===== src/rtl/lkpr_pkg.sv =====
// lkpr_pkg: shared types, constants and functions for the keyed printable rotation cipher
// generator step (x * 75 mod 65537), key reduction mod 96 and printable-range rotation
// no dependencies
package lkpr_pkg;

    localparam int BYTE_W      = 8;
    localparam int GEN_W       = 17;
    localparam int KEY_W       = 7;
    localparam int CFG_INDEX_W = 4;
    localparam int CFG_DATA_W  = 17;

    typedef logic [BYTE_W-1:0]      byte_t;
    typedef logic [GEN_W-1:0]       gen_t;
    typedef logic [KEY_W-1:0]       key_t;
    typedef logic [CFG_INDEX_W-1:0] cfg_index_t;
    typedef logic [CFG_DATA_W-1:0]  cfg_data_t;

    // register indexes
    localparam cfg_index_t REG_INITIAL_SEED = cfg_index_t'(0);
    localparam cfg_index_t REG_MODE         = cfg_index_t'(1);

    localparam int   LEHMER_MULT = 75;
    localparam int   LEHMER_MOD  = 65537;
    localparam int   PRINT_LO    = 32;
    localparam int   PRINT_SPAN  = 128 - 32;
    localparam gen_t SEED_RESET  = gen_t'(1);

    // one generator step: low 16 bits minus the rest, fold back if negative
    function automatic gen_t lehmer_step(input gen_t s);
        logic [22:0] prod;
        logic [17:0] diff;
        begin
            prod = 23'(s) * 23'(LEHMER_MULT);
            diff = {2'b00, prod[15:0]} - {11'b0, prod[22:16]};
            if (diff[17]) begin
                diff = diff + 18'(LEHMER_MOD);
            end
            return diff[GEN_W-1:0];
        end
    endfunction

    // x mod 96 = ((x >> 5) mod 3) * 32 + x[4:0]; mod 3 by summing base-4 digits
    function automatic key_t key_mod96(input gen_t x);
        logic [11:0] q;
        logic [4:0]  s1;
        logic [2:0]  s2;
        logic [1:0]  r;
        begin
            q  = x[16:5];
            s1 = 5'(q[1:0]) + 5'(q[3:2]) + 5'(q[5:4]) + 5'(q[7:6])
               + 5'(q[9:8]) + 5'(q[11:10]);
            s2 = 3'(s1[1:0]) + 3'(s1[3:2]) + 3'(s1[4]);
            if (s2 >= 3'd6) begin
                r = 2'(s2 - 3'd6);
            end else if (s2 >= 3'd3) begin
                r = 2'(s2 - 3'd3);
            end else begin
                r = s2[1:0];
            end
            return {r, x[4:0]};
        end
    endfunction

    function automatic byte_t rotate_byte(input byte_t b, input key_t key, input logic decrypt);
        logic [7:0] pos;
        logic [7:0] p;
        begin
            if (b < byte_t'(PRINT_LO) || b >= byte_t'(PRINT_LO + PRINT_SPAN)) begin
                return b;
            end
            pos = b - 8'(PRINT_LO);
            if (decrypt) begin
                p = pos - {1'b0, key};
                if (p[7]) begin
                    p = p + 8'(PRINT_SPAN);
                end
            end else begin
                p = pos + {1'b0, key};
                if (p >= 8'(PRINT_SPAN)) begin
                    p = p - 8'(PRINT_SPAN);
                end
            end
            return p + 8'(PRINT_LO);
        end
    endfunction

endpackage


===== src/rtl/lkpr_lehmer.sv =====
// lkpr_lehmer: generator state register, one step per byte, key output mod 96
// depends on lkpr_pkg
module lkpr_lehmer (
    input  logic          aclk,
    input  logic          aresetn,
    input  logic          step_en,
    input  logic          restart,
    input  lkpr_pkg::gen_t seed,
    output lkpr_pkg::key_t key
);
    import lkpr_pkg::*;

    gen_t gen_reg;
    gen_t gen_next;

    always_comb begin
        gen_next = gen_reg;
        if (step_en) begin
            gen_next = lehmer_step(restart ? seed : gen_reg);
        end
    end

    always_ff @(posedge aclk) begin
        if (!aresetn) begin
            gen_reg <= SEED_RESET;
        end else begin
            gen_reg <= gen_next;
        end
    end

    // key of the byte that sits in the rotate stage
    assign key = key_mod96(gen_reg);

endmodule


===== src/rtl/lcg_keyed_printable_rotation_cipher_core.sv =====
// Keyed printable rotation cipher core. Takes one byte per clock on the s_ stream unless
// m_tready back-pressure stalls it, and returns one byte per input on the m_ stream.
// Stages: input register, generator step (x*75 mod 65537, a recurrence in lkpr_lehmer
// that sets the rate), rotate into the output register. Bytes 32..127 are rotated within
// that range by the generator value mod 96, forward when mode is 0 and backward when
// mode is 1; other bytes pass unchanged but still step the generator. A beat with tuser
// set reloads initial_seed first. Writes of an illegal seed (0 or above 65536) are
// dropped. Configure only while the block is idle.
// depends on lkpr_pkg and lkpr_lehmer
module lcg_keyed_printable_rotation_cipher_core (
    input  logic                    aclk,
    input  logic                    aresetn,
    // input stream
    input  logic                    s_tvalid,
    output logic                    s_tready,
    input  lkpr_pkg::byte_t         s_tdata,   // [7:0] byte_in
    input  logic                    s_tuser,   // [0] restart
    // result stream
    output logic                    m_tvalid,
    input  logic                    m_tready,
    output lkpr_pkg::byte_t         m_tdata,   // [7:0] byte_out
    // configuration writes
    input  logic                    cfg_valid,
    output logic                    cfg_ready,
    input  lkpr_pkg::cfg_index_t    cfg_index,
    input  lkpr_pkg::cfg_data_t     cfg_data
);
    import lkpr_pkg::*;

    gen_t  seed_reg;
    logic  mode_reg;

    logic  v1_reg;
    byte_t byte1_reg;
    logic  restart1_reg;
    logic  v2_reg;
    byte_t byte2_reg;
    logic  vout_reg;
    byte_t out_reg;

    logic  rdy1;
    logic  rdy2;
    logic  rdy_out;
    logic  adv12;
    key_t  key;
    logic  seed_ok;

    assign cfg_ready = 1'b1;
    // legal seed is 1..65536
    assign seed_ok = (cfg_data != '0) && !(cfg_data[16] && (cfg_data[15:0] != '0));

    always_ff @(posedge aclk) begin
        if (!aresetn) begin
            seed_reg <= SEED_RESET;
            mode_reg <= 1'b0;
        end else if (cfg_valid) begin
            if (cfg_index == REG_INITIAL_SEED && seed_ok) begin
                seed_reg <= cfg_data;
            end
            if (cfg_index == REG_MODE) begin
                mode_reg <= cfg_data[0];
            end
        end
    end

    // each stage takes a new beat when empty or when it hands its own on
    assign rdy_out  = !vout_reg || m_tready;
    assign rdy2     = !v2_reg || rdy_out;
    assign rdy1     = !v1_reg || rdy2;
    assign s_tready = rdy1;
    assign adv12    = v1_reg && rdy2;

    always_ff @(posedge aclk) begin
        if (!aresetn) begin
            v1_reg   <= 1'b0;
            v2_reg   <= 1'b0;
            vout_reg <= 1'b0;
        end else begin
            if (rdy1) begin
                v1_reg <= s_tvalid;
            end
            if (rdy2) begin
                v2_reg <= v1_reg;
            end
            if (rdy_out) begin
                vout_reg <= v2_reg;
            end
        end
    end

    always_ff @(posedge aclk) begin
        if (s_tvalid && rdy1) begin
            byte1_reg    <= s_tdata;
            restart1_reg <= s_tuser;
        end
        if (adv12) begin
            byte2_reg <= byte1_reg;
        end
        if (v2_reg && rdy_out) begin
            out_reg <= rotate_byte(byte2_reg, key, mode_reg);
        end
    end

    // generator steps as a beat enters the rotate stage, so its value pairs with byte2_reg
    lkpr_lehmer u_lehmer (
        .aclk    (aclk),
        .aresetn (aresetn),
        .step_en (adv12),
        .restart (restart1_reg),
        .seed    (seed_reg),
        .key     (key)
    );

    assign m_tvalid = vout_reg;
    assign m_tdata  = out_reg;

endmodule


===== config.mk =====
export PLATFORM = sky130hd
export DESIGN_NAME = lcg_keyed_printable_rotation_cipher_core
export DESIGN_NICKNAME = d
export VERILOG_FILES = /design/src/rtl/lkpr_pkg.sv /design/src/rtl/lkpr_lehmer.sv /design/src/rtl/lcg_keyed_printable_rotation_cipher_core.sv
export SDC_FILE = /design/constraint.sdc
export NUM_CORES = 1
export LEC_CHECK = 0
export BUFFER_PORTS_ARGS = -buffer_cell sky130_fd_sc_hd__buf_2
export CAP_MARGIN = 20
export CORE_MARGIN = 1
export CORE_UTILIZATION = 25
export DETAILED_ROUTE_END_ITERATION = 8
export SLEW_MARGIN = 20
export SYNTH_ARGS = -nofsm -noshare
export SYNTH_HDL_FRONTEND = slang
export SYNTH_SLANG_ARGS = --single-unit

===== constraint.sdc =====
create_clock -name aclk -period 8.8 [get_ports aclk]
set_input_delay 1.32 -clock aclk [delete_from_list [all_inputs] [get_ports aclk]]
set_output_delay 1.32 -clock aclk [all_outputs]
set_load 0.05 [all_outputs]

### Word-level counts from Yosys, hierarchy flattened

Cells that the tools add are included.

| operators by class | value |
|---|---|
| order comparisons | 5 |
| reductions and logical operators | 19 |
| muxes and demuxes | 13 |
| eq/ne operators | 1 |
| $add $sub $neg | 17 |
| multiply operators | 1 |

Operators with widths:

| kind | number |
|---|---|
| $mux W8 | 7 |
| $mux W17 | 2 |
| $mul A17 B7 Y23 const B | 1 |
| $add A5 B2 Y5 | 4 |
| $add A17 B17 Y17 const B | 1 |
| $reduce_bool A17 Y1 | 1 |
| $sub A16 B7 Y17 | 1 |
| $reduce_bool A16 Y1 | 1 |
| $add A8 B6 Y8 const B | 1 |
| $add A8 B7 Y8 | 1 |
| $add A8 B7 Y8 const B | 1 |
| $ge A8 B7 Y1 const B | 1 |
| $ge A8 B8 Y1 const B | 1 |
| $lt A8 B6 Y1 const B | 1 |
| $sub A8 B6 Y8 const B | 1 |
| $sub A8 B7 Y8 | 1 |
| $sub A8 B7 Y8 const B | 1 |
| $add A2 B2 Y3 | 2 |
| $logic_and A1 B1 Y1 | 6 |
| $eq A4 B1 Y1 const B | 1 |
| $logic_not A1 Y1 | 4 |
| $logic_not A4 Y1 | 1 |
| $logic_or A1 B1 Y1 | 4 |
| $mux W2 | 2 |
| other kinds (6) | 9 |

| word-level totals | value |
|---|---|
| flip-flop bits (word level) | 63 |
| bits of input ports | 35 |
| output and inout bits | 11 |
| logic and storage cells | 66 |

### Depth between registers and ports, before layout

Gate-level depths: netlist of the first run.

| depth | value |
|---|---|
| depth in word-level cells | 18 |
| depth in mapped cells | 30 |
| gate-level depth less buffers | 29 |

### Hierarchy

A second synthesis of the first run with hierarchy kept.

| second synthesis, totals | value |
|---|---|
| cells, all modules | 731 |
| area, all modules | 6,892.9 sq um |

By module, submodules not included:

| module | times used | cells each | seq. area each (sq um) | area an instance (sq um) |
|---|---|---|---|---|
| lkpr_lehmer | 1 | 483 | 340.3 | 4,209.0 |
| lcg_keyed_printable_rotation_cipher_core | 1 | 248 | 1,171.1 | 2,683.8 |

### Least setup slack after synthesis of the first run

Ideal clock, no wire load.

| timing | value |
|---|---|
| path type | reg-to-reg |
| start point | register restart1_reg |
| end point | register u_lehmer.gen_reg[6] |
| data required time | 8.726 ns |
| stages on the path, launching flop included | 28 |
| slack | 1.924 ns |
| library setup time | 0.074 ns |
| buffers on the path | 2 |
| period minus slack after synthesis | 6.876 ns |
| data arrival time | 6.802 ns |
| path through | edfxtp_1 -> clkbuf_1 -> clkbuf_1 -> nand2_1 -> o21ai_0 -> ha_1 -> ha_1 -> fa_1 -> inv_1 -> fa_1 -> inv_1 -> ha_1 -> a21oi_1 -> o211ai_1 -> a31o_1 -> a21oi_1 -> nand2b_1 -> a21oi_1 -> xnor2_1 -> ha_1 -> fa_1 -> inv_1 -> ha_1 -> or4b_4 -> a2111oi_4 -> inv_1 -> or4_1 -> a31oi_1 |

| between the ends | value |
|---|---|
| longest elaborated chain between the ends | 5 |

RTL lines:

| element | RTL line | text |
|---|---|---|
| start, declared | lcg_keyed_printable_rotation_cipher_core.sv:35 | `logic restart1_reg;` |
| start signal, assigned | lcg_keyed_printable_rotation_cipher_core.sv:94 | `restart1_reg <= s_tuser;` |
| $mux W17 * | lkpr_lehmer.sv:19 | `gen_next = lehmer_step(restart ? seed : gen_reg);` |
| $mul A17 B7 Y23 * | lkpr_pkg.sv:33 | `prod = 23'(s) * 23'(LEHMER_MULT);` |
| $sub A16 B7 Y17 * | lkpr_pkg.sv:34 | `diff = {2'b00, prod[15:0]} - {11'b0, prod[22:16]};` |
| $add A17 B17 Y17 | lkpr_pkg.sv:36 | `diff = diff + 18'(LEHMER_MOD);` |
| $mux W17 * | lkpr_pkg.sv:35 | `if (diff[17]) begin` |
| end signal, assigned | lkpr_lehmer.sv:27 | `gen_reg <= gen_next;` |
| end, declared | lkpr_lehmer.sv:13 | `gen_t gen_reg;` |

Every way passes the cells marked *; elsewhere a longest branch is shown, timed or not.
A chain may end at the register's enable or synchronous reset.

### Worst setup path after layout of the first run

| timing | value |
|---|---|
| start point | register restart1_reg |
| end point | register u_lehmer.gen_reg[14] |

The elaborated chain is that of the path after synthesis.

==> results.sh, run 1 <==
export IMPL_status="finished clean"
export IMPL_synth_seq_cells=63
export IMPL_dieArea_sq_mm=0.0267
export IMPL_synth_main_ff_cell="dfxtp_1"
export IMPL_cts_resized=0
export IMPL_slew_headroom=0.252
export IMPL_nets=930
export IMPL_area_growth_pct=13.9
export IMPL_crit_arrival_ns=7.85
export IMPL_cts_tree="built"
export IMPL_holdWs_ns=0.416
export IMPL_post_drt_via_cell_ratio=4.63
export IMPL_max_freq_mhz=131
export IMPL_hold_viol=0
export IMPL_placed_area_sq_mm=0.00707
export IMPL_synth_nets=891
export IMPL_grt_pass1_vias=5080
export IMPL_dp_hpwl_mm=13.1
export IMPL_cts_sinks=63
export IMPL_setup_tns_ns=0
export IMPL_grt_max_degree=31
export IMPL_insertedDiodeCount=0
export IMPL_hold_path_cell_count=0
export IMPL_cap_violations=0
export IMPL_setup_slack_ns=1.16
export IMPL_hold_buffers=0
export IMPL_cp_end_kind="flop"
export IMPL_rows=58
export IMPL_cts_clk_slew_worst_paths_ns=0.06
export IMPL_overflow=0
export IMPL_worstSetupStartpointType="flop"
export IMPL_tightestPinTransition_ns=1.11
export IMPL_ant_nets=0
export IMPL_syn_cell_area_sq_mm=0.00650
export IMPL_drive_above_1_share=0.107
export IMPL_synth_edf_count=25
export IMPL_cpPeakStageDelay_ns=0.76
export IMPL_numCtsBuffers=9
export IMPL_slew_viol_final=0
export IMPL_critical_path_class="reg -> reg"
export IMPL_finalWirelength_mm=15.3
export IMPL_reg2reg_slack_ns=1.16
export IMPL_final_area_sq_mm=0.00740
export IMPL_vdd_drop_max_v=0.000278
export IMPL_yosys_warnings=0
export IMPL_die_x_um=163
export IMPL_regArea_sq_mm=0.00151
export IMPL_gp_congestion=0.871
export IMPL_finalSetupViolations=0
export IMPL_p_leak_nw=3.54
export IMPL_fin_skew_ns=0.00526
export IMPL_wire_per_inst_um=13.9
export IMPL_grt_pass1_wl_mm=25.4
export IMPL_cts_buffer_depth=2
export IMPL_drc_errors=0
export IMPL_required_ns=9.00
export IMPL_fp_coreArea_sq_mm=0.0253
export IMPL_netlist_instances=725
export IMPL_grt_total_usage=0.120
export IMPL_power_per_cell_area_mw_per_mm2=273
export IMPL_cpMaxStageDelayCell="edfxtp_1"
export IMPL_vias=5085
export IMPL_rr_worst_depth=24
export IMPL_start_util=0.257
export IMPL_worst_skew_pair_late_latency_ns=0.34
export IMPL_path_max_fanout=30
export IMPL_cts_setup_buffers=0
export IMPL_pre_cts_ws_ns=1.20
export IMPL_io_buffers=44
export IMPL_synth_cell_type_count=70
export IMPL_fin_crit_sh=0.869
export IMPL_cp_cell_sequence="o21ai_0 -> ha_1 -> ha_1 -> fa_1 -> inv_1 -> fa_1 -> inv_1 -> ha_1 -> a21oi_1 -> o211ai_1 -> a31o_1 -> a21oi_1 -> nand2b_1 -> a21oi_1 -> xnor2_1 -> ha_1 -> fa_1 -> inv_1 -> ha_1 -> or4b_4 -> a2111oi_4 -> nand3_1 -> o31ai_1 -> nor3_1"
export IMPL_path_common_cell="ha_1"
export IMPL_fillCellCount=2668
export IMPL_fp_dieH_um=163
export IMPL_cp_top_family="adder cells"
export IMPL_ios=46
export IMPL_syn_area_per_cell_sq_um=8.97
export IMPL_path_depth=24
export IMPL_ctsHtreeMaxLevel=3
export IMPL_synth_seq_area_share=0.232
export IMPL_min_path_type="reg -> reg"
export IMPL_total_power_mw=2.02
export IMPL_cts_root_buffer="clkbuf_16"
export IMPL_rsz0062_at_grt="false"
export IMPL_min_period_ns=7.64
export IMPL_postSynth_asyncResetShare=0
export IMPL_antenna_found_initial=1
export IMPL_drtIter0Drc=227
export IMPL_first_pass_iters=6
export IMPL_multiInputGateArea_sq_mm=0.00450
export IMPL_crit_buf_inv=3
-- metrics by stage --
step	std cells	utilization
6_report	1099	0.292
5_1_grt	1099	0.292
4_1_cts	1098	0.292
3_5_place_dp	1082	0.279
3_3_place_gp	1082	0.279
2_1_floorplan	725	-
-- per-layer routing --
metal / wire [um] / up-vias / part of all wire / global-route usage
met5: 13 / - / 0.00085 / 0
met4: 228 / 2 / 0.015 / 0.0285
met1: 7750 / 2381 / 0.51 / 0.165
met2: 6860 / 81 / 0.45 / 0.195
li1: - / 2606 / - / -
met3: 478 / 15 / 0.031 / 0.0183
-- layout make-up --
type                    count  share of cell area
multi-input cells         533               0.608
repair buffers             46              0.0323
inverters                 111              0.0563
flip-flops and latches     63               0.204
clock buffers               9              0.0304
well taps                 330              0.0558
clock inverters             7              0.0128
-- cells in the final DEF (no fill, tap or decap), types with 23 or more instances in the layout --
master / netlist / final
nor2_1: 42 / 42
mux2i_1: 23 / 23
nand2_1: 44 / 44
ha_1: 94 / 94
edfxtp_1: 25 / 25
fa_1: 37 / 37
inv_1: 109 / 109
dfxtp_1: 38 / 38
buf_2: 4 / 44
o21ai_0: 34 / 34
a21oi_1: 31 / 31
xnor2_1: 24 / 24
-- cells in the mapped netlist (4+ instances only) --
| cell | instances | area share |
|---|---|---|
| inv_1 | 109 | 0.063 |
| ha_1 | 94 | 0.18 |
| nand2_1 | 44 | 0.025 |
| nor2_1 | 42 | 0.024 |
| dfxtp_1 | 38 | 0.12 |
| fa_1 | 37 | 0.11 |
| o21ai_0 | 34 | 0.026 |
| a21oi_1 | 31 | 0.024 |
| edfxtp_1 | 25 | 0.12 |
| xnor2_1 | 24 | 0.032 |
| mux2i_1 | 23 | 0.035 |
| nor3_1 | 20 | 0.015 |
| nand3_1 | 19 | 0.015 |
| clkbuf_1 | 13 | 0.0075 |
| nor2b_1 | 13 | 0.013 |
| o21a_1 | 12 | 0.014 |
| a21o_1 | 11 | 0.013 |
| a31oi_1 | 11 | 0.011 |
| xor2_1 | 11 | 0.015 |
| o31ai_1 | 9 | 0.010 |
| nor4_1 | 7 | 0.0067 |
| nand2b_1 | 6 | 0.0058 |
| nand4_1 | 6 | 0.0058 |
| a211oi_1 | 5 | 0.0058 |
| o211ai_1 | 5 | 0.0058 |
| o21bai_1 | 5 | 0.0058 |
| buf_2 | 4 | 0.0031 |
| o31a_1 | 4 | 0.0054 |
-- final timing paths --
path                              startpoint                    to
worst max register to register  restart1_reg  u_lehmer.gen_reg[14]
worst min register to register  byte1_reg[7]          byte2_reg[7]
worst min-delay path            byte1_reg[7]          byte2_reg[7]
worst max-delay path            restart1_reg  u_lehmer.gen_reg[14]
-- kinds of logic after synthesis --
group / share of synthesized area
compound gates: 0.171
xor+xnor: 0.0471
fa+ha+maj: 0.295
buf+inv: 0.0758
flops: 0.232
mux: 0.0406
other cells: 0.000577
simple gates: 0.138
-- report_power, final --
| group | switching, mW | internal (mW) | total, mW |
|---|---|---|---|
| Combinational | 0.741 | 0.552 | 1.29 |
| Clock | 0.133 | 0.248 | 0.381 |
| Sequential | 0.0166 | 0.333 | 0.349 |
| Total | 0.890 | 1.13 | 2.02 |
Power figures use the tool's default switching activity.
==> run 2, diff against run 1 <==
Settings changed: PLACE_DENSITY set to 0.37.
==> run 2 against run 1 <==
  * Register-to-register slack worse by 0.22 ns
  * Maximum frequency down 2.8%
  * Largest cell class unchanged
  * First-iteration DRC count up 18%
  * Setup slack worse by 0.22 ns
  * Critical path type unchanged
  * Routed wire length up 13%
  * Non-clock buffer count up 2
  * Utilization up 0.054 points
  * Die area unchanged
  * Flip-flop and latch count unchanged
==> results.sh, run 2 (synthesis results as in run 1) <==
export IMPL_status="finished clean"
export IMPL_drive_above_1_share=0.108
export IMPL_die_x_um=163
export IMPL_nets=932
export IMPL_critical_path_class="reg -> reg"
export IMPL_rsz0062_at_grt="false"
export IMPL_fillCellCount=2659
export IMPL_cts_buffer_depth=2
export IMPL_grt_pass1_wl_mm=27.8
export IMPL_cap_violations=0
export IMPL_start_util=0.257
export IMPL_drtIter0Drc=267
export IMPL_path_max_fanout=30
export IMPL_ant_nets=0
export IMPL_fin_crit_sh=0.894
export IMPL_finalSetupViolations=0
export IMPL_io_buffers=44
export IMPL_swShare=0.449
export IMPL_holdWs_ns=0.419
export IMPL_power_internal_mw=1.14
export IMPL_vdd_drop_max_v=0.000175
export IMPL_grt_total_usage=0.136
export IMPL_cts_root_buffer="clkbuf_16"
export IMPL_dp_hpwl_mm=14.5
export IMPL_seq_power_share=0.168
export IMPL_worstSetupStartpointType="flop"
export IMPL_tightestPinTransition_ns=1.03
export IMPL_clkPwrFrac=0.193
export IMPL_area_growth_pct=14.1
export IMPL_insertedDiodeCount=0
export IMPL_cts_resized=0
export IMPL_cts_setup_buffers=0
export IMPL_first_pass_iters=4
export IMPL_power_switching_mw=0.931
export IMPL_hold_viol=0
export IMPL_p_leak_nw=3.55
export IMPL_pwr_share_comb=0.639
export IMPL_overflow=0
export IMPL_rows=58
export IMPL_fp_dieH_um=163
export IMPL_layoutNonFillerInstCount=1101
export IMPL_dp_cells=1084
export IMPL_worst_skew_pair_late_latency_ns=0.34
export IMPL_setup_tns_ns=0
export IMPL_fin_util=0.293
export IMPL_min_period_ns=7.86
export IMPL_cts_sinks=63
export IMPL_mostFrequentLayoutCells="inv_1 (109), ha_1 (94), nand2_1 (44), buf_2 (44), nor2_1 (42)"
export IMPL_crit_arrival_ns=8.14
export IMPL_power_per_cell_area_mw_per_mm2=279
export IMPL_antenna_found_initial=0
export IMPL_finalWirelength_mm=17.3
export IMPL_grt_max_degree=31
export IMPL_min_path_type="reg -> reg"
export IMPL_ios=46
export IMPL_fp_coreArea_sq_mm=0.0253
export IMPL_post_drt_via_cell_ratio=4.69
export IMPL_cts_clk_slew_worst_paths_ns=0.06
export IMPL_final_common_cell="inv_1"
export IMPL_slew_headroom=0.303
export IMPL_hold_buffers=0
export IMPL_vias=5166
export IMPL_drc_errors=0
export IMPL_max_freq_mhz=127
export IMPL_slew_viol_final=0
export IMPL_numCtsBuffers=9
export IMPL_required_ns=9.07
export IMPL_ctsHtreeMaxLevel=3
export IMPL_total_power_mw=2.07
export IMPL_grt_pass1_vias=5266
export IMPL_wire_per_inst_um=15.7
export IMPL_fin_skew_ns=0.00710
export IMPL_cts_tree="built"
export IMPL_gp_congestion=0.787
export IMPL_dieArea_sq_mm=0.0267
export IMPL_cp_end_kind="flop"
==> run 2: cell count changes in the layout (fill, tap and decap cells not counted) <==
| cell | delta |
|---|---|
| inv_6 | +3 |
| buf_4 | +2 |
| a31oi_1 | +1 |
| a31oi_2 | -1 |
| clkinv_2 | -1 |
| clkinv_4 | -1 |
| clkinvlp_4 | -1 |
==> run 2: area by class of cell <==
type / count / area, sq um / share of cell area
multi-input cells: 533 / 4500 / 0.606
flip-flops and latches: 63 / 1510 / 0.204
inverters: 111 / 417 / 0.0562
well taps: 330 / 413 / 0.0557
repair buffers: 48 / 254 / 0.0342
clock buffers: 9 / 225 / 0.0304
clock inverters: 7 / 100 / 0.0135
==> run 2: metrics by stage <==
step	setup slack (ns)	cell area (sq um)
after floorplan	1.92	6500
after global placement	1.01	7080
after detailed placement	0.859	7080
after CTS	0.821	7410
after global routing	0.226	7420
final	0.935	7420
==> run 2: layer usage <==
metal | track usage | wire length (um) | vias up
li1 | - | - | 2614
met1 | 0.181 | 8570 | 2448
met2 | 0.218 | 7670 | 79
met3 | 0.0180 | 517 | 25
met4 | 0.0590 | 529 | 0
met5 | 0 | 0 | -
==> run 2: path summary, 6_finish.rpt <==
check	slack, ns	cells after the start	startpoint	endpoint
worst min register to register	0.42	0	byte1_reg[5]	byte2_reg[5]
worst min-delay path	0.42	0	byte1_reg[5]	byte2_reg[5]
worst max register to register	0.94	22	restart1_reg	u_lehmer.gen_reg[6]
worst max-delay path	0.94	22	restart1_reg	u_lehmer.gen_reg[6]
==> run 2: power by group through the flow <==
stage	clock network (mW)	registers, mW	logic [mW]
floorplan	0	0.361	1.03
global placement	0	0.355	1.29
detailed placement	0	0.355	1.32
CTS	0.409	0.349	1.33
global route	0.424	0.351	1.49
finish	0.399	0.348	1.32
==> run 2: critical path: stages, from the launching register on <==
cell and delay [ns]:
edfxtp_1 0.75, o21ai_0 0.97, ha_1 0.38, ha_1 0.32, fa_1 0.54, inv_1 0.05, fa_1 0.49, inv_1 0.04
ha_1 0.35, a21oi_1 0.20, o211ai_1 0.13, a31o_1 0.23, a21oi_1 0.29, a21oi_1 0.15, a211oi_1 0.34, xor2_1 0.24
ha_1 0.33, a21boi_1 0.18, o311a_1 0.37, nor3_4 0.32, nand4_2 0.33, or4_1 0.60, a31oi_1 0.16
